### src/sv/wdch_pkg.sv
// ----------------------------------------------------------------------------
// Duty-cycle hysteresis package
// Shared widths, register codes, reset values and control structs.
// ----------------------------------------------------------------------------
package wdch_pkg;

	localparam int CHANNELS_DEF = 5;
	localparam int CHANNELS_MAX = 16;
	localparam int OUT_CHANS    = 5;
	localparam int PIN_W        = 5;
	localparam int CNT_W        = 16;
	localparam int DUTY_W       = 7;
	localparam int PCT_W        = 7;
	localparam int PCT_SCALE    = 100;
	localparam int DVD_W        = CNT_W + DUTY_W;
	localparam int BIT_W        = $clog2(DVD_W);
	localparam int IN_TDATA_W   = 8;
	localparam int OUT_PACK_W   = OUT_CHANS * DUTY_W + 2 * OUT_CHANS;
	localparam int OUT_TDATA_W  = ((OUT_PACK_W + 7) / 8) * 8;
	localparam int APB_AW       = 5;
	localparam int APB_DW       = 32;

	localparam logic [CNT_W-1:0] WINDOW_RST   = CNT_W'(100);
	localparam logic [PCT_W-1:0] ON_RST       = PCT_W'(20);
	localparam logic [PCT_W-1:0] OFF_RST      = PCT_W'(10);
	localparam logic [PCT_W-1:0] FULL_ON_RST  = PCT_W'(90);
	localparam logic [PCT_W-1:0] FULL_OFF_RST = PCT_W'(80);

	typedef enum logic [2:0] {
		REG_WINDOW   = 3'd0,
		REG_ON       = 3'd1,
		REG_OFF      = 3'd2,
		REG_FULL_ON  = 3'd3,
		REG_FULL_OFF = 3'd4
	} reg_idx_t;

	typedef struct packed {
		logic [CNT_W-1:0] window;
		logic [PCT_W-1:0] on_pct;
		logic [PCT_W-1:0] off_pct;
		logic [PCT_W-1:0] full_on_pct;
		logic [PCT_W-1:0] full_off_pct;
	} cfg_t;

	typedef struct packed {
		logic accept;
		logic load;
		logic step;
		logic store;
		logic push;
		logic done;
	} cmd_t;

	typedef struct packed {
		logic close_hit;
		logic out_free;
	} sts_t;

endpackage

### src/sv/windowed_duty_cycle_hysteresis_unit.sv
// ----------------------------------------------------------------------------
// Windowed duty-cycle hysteresis unit
// Counts high samples per channel, divides at window end, applies hysteresis.
// ----------------------------------------------------------------------------
// A sample that does not close a window goes through the push state to the output
// register; a window-closing sample first runs load, iterate and store per channel:
// one shared restoring divider retires one quotient bit per cycle, 23 per channel.
// A new sample is taken only in idle, once the last one is through. A word waiting in
// the output register holds off the next sample only once that sample's word is ready.
// Reset clears counts, duties, flags and output valid; registers take reset values.
module windowed_duty_cycle_hysteresis_unit #(
	parameter int CHANNELS = wdch_pkg::CHANNELS_DEF
) (
	input  logic                              clk,
	input  logic                              arst_n,
	input  logic                              s_tvalid,
	output logic                              s_tready,
	input  logic [wdch_pkg::IN_TDATA_W-1:0]   s_tdata,  // [4:0] pin_levels
	output logic                              m_tvalid,
	input  logic                              m_tready,
	// [6:0] duty_ch0, [13:7] duty_ch1, [20:14] duty_ch2, [27:21] duty_ch3,
	// [34:28] duty_ch4, [39:35] active_mask, [44:40] full_mask
	output logic [wdch_pkg::OUT_TDATA_W-1:0]  m_tdata,
	output logic [0:0]                        m_tuser,  // [0] window_done
	input  logic                              psel,
	input  logic                              penable,
	input  logic                              pwrite,
	input  logic [wdch_pkg::APB_AW-1:0]       paddr,
	input  logic [wdch_pkg::APB_DW-1:0]       pwdata,
	output logic [wdch_pkg::APB_DW-1:0]       prdata,
	output logic                              pready
);
	import wdch_pkg::*;

	localparam int CH_W = (CHANNELS > 1) ? $clog2(CHANNELS) : 1;

	cfg_t            cfg;
	cmd_t            cmd;
	sts_t            sts;
	logic [CH_W-1:0] ch_sel;

	wdch_regs u_regs (
		.clk     (clk),
		.arst_n  (arst_n),
		.psel    (psel),
		.penable (penable),
		.pwrite  (pwrite),
		.paddr   (paddr),
		.pwdata  (pwdata),
		.prdata  (prdata),
		.pready  (pready),
		.cfg     (cfg)
	);

	wdch_ctrl #(
		.CHANNELS (CHANNELS),
		.CH_W     (CH_W)
	) u_ctrl (
		.clk      (clk),
		.arst_n   (arst_n),
		.s_tvalid (s_tvalid),
		.s_tready (s_tready),
		.sts      (sts),
		.cmd      (cmd),
		.ch_sel   (ch_sel)
	);

	wdch_dp #(
		.CHANNELS (CHANNELS),
		.CH_W     (CH_W)
	) u_dp (
		.clk        (clk),
		.arst_n     (arst_n),
		.cfg        (cfg),
		.cmd        (cmd),
		.ch_sel     (ch_sel),
		.sts        (sts),
		.pin_levels (s_tdata[PIN_W-1:0]),
		.m_tvalid   (m_tvalid),
		.m_tready   (m_tready),
		.m_tdata    (m_tdata),
		.m_tuser    (m_tuser)
	);

endmodule

### src/sv/wdch_regs.sv
// ----------------------------------------------------------------------------
// Configuration registers
// APB-style register file for window length and hysteresis thresholds.
// ----------------------------------------------------------------------------
module wdch_regs (
	input  logic                       clk,
	input  logic                       arst_n,
	input  logic                       psel,
	input  logic                       penable,
	input  logic                       pwrite,
	input  logic [wdch_pkg::APB_AW-1:0] paddr,
	input  logic [wdch_pkg::APB_DW-1:0] pwdata,
	output logic [wdch_pkg::APB_DW-1:0] prdata,
	output logic                       pready,
	output wdch_pkg::cfg_t             cfg
);
	import wdch_pkg::*;

	cfg_t     cfg_q;
	reg_idx_t idx;
	logic     wr_en;

	assign pready = 1'b1;
	assign idx    = reg_idx_t'(paddr[APB_AW-1:2]);
	assign wr_en  = psel && penable && pwrite && pready;
	assign cfg    = cfg_q;

	always_ff @(posedge clk or negedge arst_n) begin
		if (!arst_n) begin
			cfg_q.window       <= WINDOW_RST;
			cfg_q.on_pct       <= ON_RST;
			cfg_q.off_pct      <= OFF_RST;
			cfg_q.full_on_pct  <= FULL_ON_RST;
			cfg_q.full_off_pct <= FULL_OFF_RST;
		end else if (wr_en) begin
			unique case (idx)
				REG_WINDOW:   cfg_q.window       <= pwdata[CNT_W-1:0];
				REG_ON:       cfg_q.on_pct       <= pwdata[PCT_W-1:0];
				REG_OFF:      cfg_q.off_pct      <= pwdata[PCT_W-1:0];
				REG_FULL_ON:  cfg_q.full_on_pct  <= pwdata[PCT_W-1:0];
				REG_FULL_OFF: cfg_q.full_off_pct <= pwdata[PCT_W-1:0];
				default: ;
			endcase
		end
	end

	always_comb begin
		unique case (idx)
			REG_WINDOW:   prdata = APB_DW'(cfg_q.window);
			REG_ON:       prdata = APB_DW'(cfg_q.on_pct);
			REG_OFF:      prdata = APB_DW'(cfg_q.off_pct);
			REG_FULL_ON:  prdata = APB_DW'(cfg_q.full_on_pct);
			REG_FULL_OFF: prdata = APB_DW'(cfg_q.full_off_pct);
			default:      prdata = '0;
		endcase
	end

endmodule

### src/sv/wdch_ctrl.sv
// ----------------------------------------------------------------------------
// Duty-cycle controller
// Sequences sample accept, per-channel serial division, store and output.
// ----------------------------------------------------------------------------
module wdch_ctrl #(
	parameter int CHANNELS = wdch_pkg::CHANNELS_DEF,
	parameter int CH_W     = (CHANNELS > 1) ? $clog2(CHANNELS) : 1
) (
	input  logic           clk,
	input  logic           arst_n,
	input  logic           s_tvalid,
	output logic           s_tready,
	input  wdch_pkg::sts_t sts,
	output wdch_pkg::cmd_t cmd,
	output logic [CH_W-1:0] ch_sel
);
	import wdch_pkg::*;

	typedef enum logic [2:0] {
		ST_IDLE,
		ST_LOAD,
		ST_ITER,
		ST_STORE,
		ST_PUSH
	} state_t;

	state_t          state_q;
	logic [CH_W-1:0] ch_q;
	logic [BIT_W-1:0] bit_q;
	logic            done_q;

	assign s_tready   = (state_q == ST_IDLE);
	assign ch_sel     = ch_q;
	assign cmd.accept = (state_q == ST_IDLE) && s_tvalid;
	assign cmd.load   = (state_q == ST_LOAD);
	assign cmd.step   = (state_q == ST_ITER);
	assign cmd.store  = (state_q == ST_STORE);
	assign cmd.push   = (state_q == ST_PUSH) && sts.out_free;
	assign cmd.done   = done_q;

	always_ff @(posedge clk or negedge arst_n) begin
		if (!arst_n) begin
			state_q <= ST_IDLE;
			ch_q    <= '0;
			bit_q   <= '0;
			done_q  <= 1'b0;
		end else begin
			unique case (state_q)
				ST_IDLE: begin
					if (s_tvalid) begin
						done_q <= sts.close_hit;
						ch_q   <= '0;
						state_q <= sts.close_hit ? ST_LOAD : ST_PUSH;
					end
				end
				ST_LOAD: begin
					bit_q   <= '0;
					state_q <= ST_ITER;
				end
				ST_ITER: begin
					if (bit_q == BIT_W'(DVD_W - 1)) begin
						state_q <= ST_STORE;
					end else begin
						bit_q <= bit_q + 1'b1;
					end
				end
				ST_STORE: begin
					if (ch_q == CH_W'(CHANNELS - 1)) begin
						state_q <= ST_PUSH;
					end else begin
						ch_q    <= ch_q + 1'b1;
						state_q <= ST_LOAD;
					end
				end
				ST_PUSH: begin
					if (sts.out_free) begin
						state_q <= ST_IDLE;
					end
				end
				default: state_q <= ST_IDLE;
			endcase
		end
	end

endmodule

### src/sv/wdch_dp.sv
// ----------------------------------------------------------------------------
// Duty-cycle datapath
// High-sample counters, restoring divider, hysteresis flags, output register.
// ----------------------------------------------------------------------------
module wdch_dp #(
	parameter int CHANNELS = wdch_pkg::CHANNELS_DEF,
	parameter int CH_W     = (CHANNELS > 1) ? $clog2(CHANNELS) : 1
) (
	input  logic                            clk,
	input  logic                            arst_n,
	input  wdch_pkg::cfg_t                  cfg,
	input  wdch_pkg::cmd_t                  cmd,
	input  logic [CH_W-1:0]                 ch_sel,
	output wdch_pkg::sts_t                  sts,
	input  logic [wdch_pkg::PIN_W-1:0]      pin_levels,
	output logic                            m_tvalid,
	input  logic                            m_tready,
	output logic [wdch_pkg::OUT_TDATA_W-1:0] m_tdata,
	output logic [0:0]                      m_tuser
);
	import wdch_pkg::*;

	logic [CNT_W-1:0]  cnt_q;
	logic [CNT_W-1:0]  hc_q   [CHANNELS];
	logic [DUTY_W-1:0] duty_q [CHANNELS];
	logic [CHANNELS-1:0] act_q;
	logic [CHANNELS-1:0] full_q;

	logic [DVD_W-1:0] dvd_q;
	logic [CNT_W-1:0] rem_q;
	logic [DVD_W-1:0] quo_q;

	logic [OUT_TDATA_W-1:0] tdata_q;
	logic                   tuser_q;
	logic                   tvalid_q;

	logic [CHANNELS-1:0] pin_ext;
	logic [CNT_W-1:0]    win_eff;
	logic [CNT_W-1:0]    cnt_inc;
	logic [DVD_W-1:0]    prod;
	logic [CNT_W:0]      rem_sh;
	logic                rem_ge;
	logic [DUTY_W-1:0]   duty_new;
	logic                act_new;
	logic                full_new;
	logic [OUT_TDATA_W-1:0] pack;

	genvar g;
	generate
		for (g = 0; g < CHANNELS; g++) begin : g_pin
			if (g < OUT_CHANS) begin : g_real
				assign pin_ext[g] = pin_levels[g];
			end else begin : g_low
				assign pin_ext[g] = 1'b0;
			end
		end
	endgenerate

	assign win_eff = (cfg.window == '0) ? CNT_W'(1) : cfg.window;
	assign cnt_inc = cnt_q + 1'b1;
	assign sts.close_hit = (cnt_inc >= win_eff) || (cnt_inc == '0);
	assign sts.out_free  = !tvalid_q || m_tready;

	assign prod   = DVD_W'(hc_q[ch_sel]) * DVD_W'(PCT_SCALE);
	assign rem_sh = {rem_q, dvd_q[DVD_W-1]};
	assign rem_ge = rem_sh >= {1'b0, win_eff};

	assign duty_new = (quo_q > DVD_W'(PCT_SCALE)) ? DUTY_W'(PCT_SCALE) : quo_q[DUTY_W-1:0];
	assign act_new  = act_q[ch_sel] ? !(duty_new <= cfg.off_pct) : (duty_new >= cfg.on_pct);
	assign full_new = full_q[ch_sel] ? !(duty_new <= cfg.full_off_pct)
	                                 : (duty_new >= cfg.full_on_pct);

	generate
		for (g = 0; g < OUT_CHANS; g++) begin : g_pack
			if (g < CHANNELS) begin : g_on
				assign pack[g*DUTY_W +: DUTY_W]             = duty_q[g];
				assign pack[OUT_CHANS*DUTY_W + g]           = act_q[g];
				assign pack[OUT_CHANS*DUTY_W + OUT_CHANS + g] = full_q[g];
			end else begin : g_off
				assign pack[g*DUTY_W +: DUTY_W]             = '0;
				assign pack[OUT_CHANS*DUTY_W + g]           = 1'b0;
				assign pack[OUT_CHANS*DUTY_W + OUT_CHANS + g] = 1'b0;
			end
		end
		if (OUT_TDATA_W > OUT_PACK_W) begin : g_pad
			assign pack[OUT_TDATA_W-1:OUT_PACK_W] = '0;
		end
	endgenerate

	always_ff @(posedge clk or negedge arst_n) begin
		if (!arst_n) begin
			cnt_q  <= '0;
			act_q  <= '0;
			full_q <= '0;
			for (int i = 0; i < CHANNELS; i++) begin
				hc_q[i]   <= '0;
				duty_q[i] <= '0;
			end
		end else begin
			if (cmd.accept) begin
				for (int i = 0; i < CHANNELS; i++) begin
					if (pin_ext[i]) begin
						hc_q[i] <= hc_q[i] + 1'b1;
					end
				end
				cnt_q <= sts.close_hit ? '0 : cnt_inc;
			end
			if (cmd.store) begin
				hc_q[ch_sel]   <= '0;
				duty_q[ch_sel] <= duty_new;
				act_q[ch_sel]  <= act_new;
				full_q[ch_sel] <= full_new;
			end
		end
	end

	always_ff @(posedge clk) begin
		if (cmd.load) begin
			dvd_q <= prod;
			rem_q <= '0;
			quo_q <= '0;
		end else if (cmd.step) begin
			dvd_q <= {dvd_q[DVD_W-2:0], 1'b0};
			rem_q <= rem_ge ? CNT_W'(rem_sh - {1'b0, win_eff}) : rem_sh[CNT_W-1:0];
			quo_q <= {quo_q[DVD_W-2:0], rem_ge};
		end
	end

	always_ff @(posedge clk or negedge arst_n) begin
		if (!arst_n) begin
			tvalid_q <= 1'b0;
		end else if (cmd.push) begin
			tvalid_q <= 1'b1;
		end else if (m_tready) begin
			tvalid_q <= 1'b0;
		end
	end

	always_ff @(posedge clk) begin
		if (cmd.push) begin
			tdata_q <= pack;
			tuser_q <= cmd.done;
		end
	end

	assign m_tvalid   = tvalid_q;
	assign m_tdata    = tdata_q;
	assign m_tuser[0] = tuser_q;

	a_push_free: assert property (@(posedge clk) disable iff (!arst_n)
		cmd.push |-> (!tvalid_q || m_tready))
		else $error("result pushed over a word still waiting");

	a_push_shows: assert property (@(posedge clk) disable iff (!arst_n)
		cmd.push |=> tvalid_q)
		else $error("pushed result not presented");

	a_rem_bound: assert property (@(posedge clk) disable iff (!arst_n)
		cmd.store |-> (rem_q < win_eff))
		else $error("divider remainder not below window");

	a_cmd_excl: assert property (@(posedge clk) disable iff (!arst_n)
		$onehot0({cmd.accept, cmd.load, cmd.step, cmd.store, cmd.push}))
		else $error("overlapping datapath commands");

endmodule
### config.mk
export PLATFORM = sky130hd
export DESIGN_NAME = windowed_duty_cycle_hysteresis_unit
export DESIGN_NICKNAME = d
export VERILOG_FILES = /design/src/sv/wdch_pkg.sv /design/src/sv/windowed_duty_cycle_hysteresis_unit.sv /design/src/sv/wdch_regs.sv /design/src/sv/wdch_ctrl.sv /design/src/sv/wdch_dp.sv
export SDC_FILE = /design/constraint.sdc
export NUM_CORES = 1
export LEC_CHECK = 0
export BUFFER_PORTS_ARGS = -buffer_cell sky130_fd_sc_hd__buf_4
export CORE_ASPECT_RATIO = 0.75
export CORE_UTILIZATION = 30
export CTS_BUF_LIST = sky130_fd_sc_hd__clkbuf_4 sky130_fd_sc_hd__clkbuf_8
export CTS_CLUSTER_DIAMETER = 200
export CTS_CLUSTER_SIZE = 20
export DETAILED_ROUTE_END_ITERATION = 10
export SETUP_SLACK_MARGIN = 0.02
export SYNTH_ARGS = -nofsm -noshare
export SYNTH_HDL_FRONTEND = slang
export SYNTH_SLANG_ARGS = --single-unit
### constraint.sdc
create_clock -name clk -period 9.6 [get_ports clk]
set_input_delay 0.48 -clock clk [delete_from_list [all_inputs] [get_ports clk]]
set_output_delay 0.48 -clock clk [all_outputs]
set_load 0.02 [all_outputs]
==> flow_metrics.py <==
metrics = {
    "cts": {
        "clock_path_buffers": 3,
        "cts_tree": "yes",
        "htreeDepth": 1,
        "clock-root-buffer": "clkbuf_8",
        "clock_sinks": 304,
        "cts_buffers": 19,
        "cts-resized-gates": 0,
        "cts_setup_buffers": 0,
        "path_clk_slew_ns": 0.14,
        "clock_latency_ns": 0.58,
        "cts_hold_buf": 1,
    },
    "yosys": {
        "synth_common_cells": "196 x nand2_1, 185 x dfrtp_1, 148 x o21ai_0",
        "synth_edf_count": 67,
        "synthFlopType": "dfrtp_1",
        "ys_ff_latch": 304,
        "synth_cell_types": 78,
        "yosys.area.top_type": "dfrtp_1",
        "yosysWarnings": 0,
        "synth_async_sr_flop_share": 0.651,
        "synth_seq_area_share": 0.450,
        "synth_top_area_frac": 0.269,
        "syn_area_um2": 17200,
        "synth_area_leaders": "dfrtp_1 27%, edfxtp_1 12%, ha_1 8.6%",
        "postSynthAreaPerCell_um2": 9.64,
        "synthCells": 1788,
        "yosysMostFrequentCell": "nand2_1",
    },
    "setup_path": {
        "slowest_stage": "buf_4",
        "cp_cell_sequence": "buf_4, clkinv_1, nor2_1, buf_4, a21oi_1, o22ai_1, ha_1, ha_1, fa_1, ha_1, a21o_1, a211oi_1, o21ai_0, a31oi_1, a211oi_1, o21a_1, o31ai_1",
        "critPathCaptureType": "flop",
        "required_ns": 10.02,
        "reg2reg_slack_ns": 4.19,
        "cp_max_fo": 47,
        "crit_top_cell": "ha_1",
        "startpoint_type": "flop",
        "arrival_ns": 5.83,
        "critPathKind": "reg -> reg",
        "slowest_delay_ns": 0.48,
    },
    "drt": {
        "dr.pass1.iters": 7,
        "wire_per_inst_um": 15.6,
        "drtIter0Drc": 885,
        "finalWirelength_um": 40300,
        "routed_via_density": 4.99,
        "drc": 0,
        "route.vias.total": 12900,
        "antenna_left": 0,
    },
    "grt": {
        "antenna_found_initial": 1,
        "overflow": 0,
        "grt_max_degree": 71,
        "grt_first_pass_wirelength_um": 66400,
        "grt_pass1_vias": 12200,
        "grtUsageTotal": 0.138,
    },
    "finish": {
        "nets": 2025,
        "fin_area_um2": 19000,
        "drive_above_1_share": 0.115,
        "fill_cells": 5716,
        "areaGrowthSynthToFinish_pct": 10.2,
    },
    "floorplanning": {
        "start_util": 0.306,
        "pin_count": 136,
        "rows": 75,
        "die_width_um": 279,
        "core_um2": 56300,
        "die_area_um2": 58400,
        "fp.dieH_um": 210,
    },
    "power_and_ir_drop": {
        "power.density_nw_per_um2": 173,
        "vdd_ir_drop_max_mv": 0.100,
        "power_leakage_nw": 8.42,
    },
    "flow_run": {
        "max_cap_violations": 0,
    },
    "sta": {
        "hold_viol_final": 0,
        "fin_crit_sh": 0.563,
        "drv_slew": 0,
        "tightest_slew_ns": 1.16,
        "period_minus_slack_ns": 5.41,
        "fin_setup_tns_ns": 0,
        "max_freq_mhz": 185,
        "slew_headroom": 0.219,
        "finClkSkew_ns": 0.0424,
        "setup_viol": 0,
        "rsz0062_at_grt": "no",
    },
    "place": {
        "dp_hpwl_um": 29900,
        "dpl-instance-area_um2": 18600,
        "routabilityCongestion": 0.859,
        "portBuffers": 94,
    },
    "status": {
        "status": "complete, no violations",
    },
    "min_path": {
        "hp-class": "in -> reg",
    },
}
==> worst max-delay path, delay by kind of cell, from the launching register on <==
family | cells | cell delay, ns
and+or+nand+nor | 1 | 0.18
buffers and inverters | 3 | 1.09
DFF | 1 | 0.36
adders and majority gates | 4 | 1.46
AOI/OAI and AO/OA | 9 | 2.13
==> logic make-up after synthesis <==
| kind of cell | count (synthesis) | synth area share |
|---|---|---|
| AO/OA/AOI/OAI | 399 | 0.143 |
| XOR/XNOR | 85 | 0.0432 |
| adder cells (fa/ha/maj) | 132 | 0.101 |
| buffers and inverters | 216 | 0.0552 |
| flip-flops | 304 | 0.450 |
| multiplexers | 81 | 0.0492 |
| other | 2 | 0.000436 |
| AND/OR/NAND/NOR | 569 | 0.157 |
==> final timing paths <==
kind / from / endpoint / cells past startpoint
worst max-delay path: u_ctrl.ch_sel[0]$_DFFE_PN0P_ / u_dp.dvd_q[20]$_DFFE_PP_ / 17
worst min-delay path: pwdata[13] / u_regs.cfg[41]$_DFFE_PN0P_ / 3
worst max register to register: u_ctrl.ch_sel[0]$_DFFE_PN0P_ / u_dp.dvd_q[20]$_DFFE_PP_ / 17
worst min register to register: u_dp.duty_q[2]$_DFFE_PN0P_ / u_dp.m_tdata[30]$_DFFE_PP_ / 0
max in group asynchronous: arst_n / u_dp.cnt_q[13]$_DFFE_PN0P_ / 3
min in group asynchronous: arst_n / u_dp.duty_q[32]$_DFFE_PN0P_ / 2
==> metrics by stage <==
| stage | util | worst slack (ns) | hold slack, ns | instances | total power [W] |
|---|---|---|---|---|---|
| after floorplan | - | 5.09 | 0.184 | 1806 | 0.00235 |
| after global placement | 0.330 | 4.32 | 0.434 | 2552 | 0.00262 |
| after detailed placement | 0.330 | 4.25 | 0.435 | 2552 | 0.00265 |
| after CTS | 0.337 | 4.21 | 0.0553 | 2587 | 0.00332 |
| after global routing | 0.337 | 3.78 | 0.0621 | 2588 | 0.00353 |
| final | 0.337 | 4.19 | 0.0923 | 2588 | 0.00328 |
==> per-layer routing <==
layer / vias to the layer above / part of all wire / track usage
met3: 37 / 0.048 / 0.0212
li1: 6376 / - / -
met5: - / 0 / 0
met4: 0 / 0.016 / 0.0252
met2: 248 / 0.42 / 0.204
met1: 6263 / 0.52 / 0.214
==> layout make-up <==
type                            instances  area (µm²)  area share
Sequential cell                       304        7760       0.409
Clock buffer                           32         359      0.0189
Inverter                              120         450      0.0237
Antenna cell                            1        2.50    0.000132
Multi-Input combinational cell       1286        8630       0.454
Timing Repair Buffer                  112         850      0.0447
Clock inverter                          2        23.8     0.00125
Tap cell                              731         915      0.0482
==> where the power goes <==
| group | internal, W | total (W) | switching (W) |
|---|---|---|---|
| clock network | 0.000244 | 0.000664 | 0.000420 |
| registers | 0.00148 | 0.00163 | 0.000149 |
| logic | 0.000414 | 0.000986 | 0.000572 |
| total | 0.00214 | 0.00328 | 0.00114 |
==> flip-flops by register name, indices dropped and copies added (netlist names), 3 cells and up <==
name,count
u_dp.hc_q,80
u_dp.m_tdata,45
u_regs.cfg,44
u_dp.duty_q,35
u_dp.quo_q,23
u_dp.dvd_q,21
u_dp.cnt_q,16
u_dp.rem_q,16
u_ctrl.bit_q,5
u_dp.act_q,5
u_dp.full_q,5
u_ctrl.ch_sel,3
u_ctrl.state_q,3
==> cell usage in the layout (no fill, tap or decap), drive strengths merged, types with 13 or more instances in the layout <==
| master | netlist | layout |
|---|---|---|
| ha | 118 | 118 |
| a21oi | 94 | 94 |
| o21ai | 149 | 149 |
| nor4 | 13 | 13 |
| edfxtp | 67 | 67 |
| mux2 | 30 | 30 |
| a22oi | 13 | 13 |
| o22ai | 21 | 21 |
| a21o | 15 | 15 |
| xor2 | 45 | 45 |
| clkbuf | 53 | 33 |
| nor2 | 128 | 128 |
| inv | 119 | 120 |
| and2 | 17 | 17 |
| xnor2 | 40 | 40 |
| mux2i | 51 | 51 |
| buf | 43 | 110 |
| dfstp | 13 | 13 |
| or3 | 29 | 29 |
| nand2 | 196 | 196 |
| nand3 | 57 | 57 |
| a22o | 23 | 23 |
| conb | 2 | 20 |
| nor3 | 36 | 36 |
| dfxtp | 39 | 39 |
| dfrtp | 185 | 185 |
| nand4 | 32 | 32 |
No activity file was read; power rests on OpenSTA's default activity.
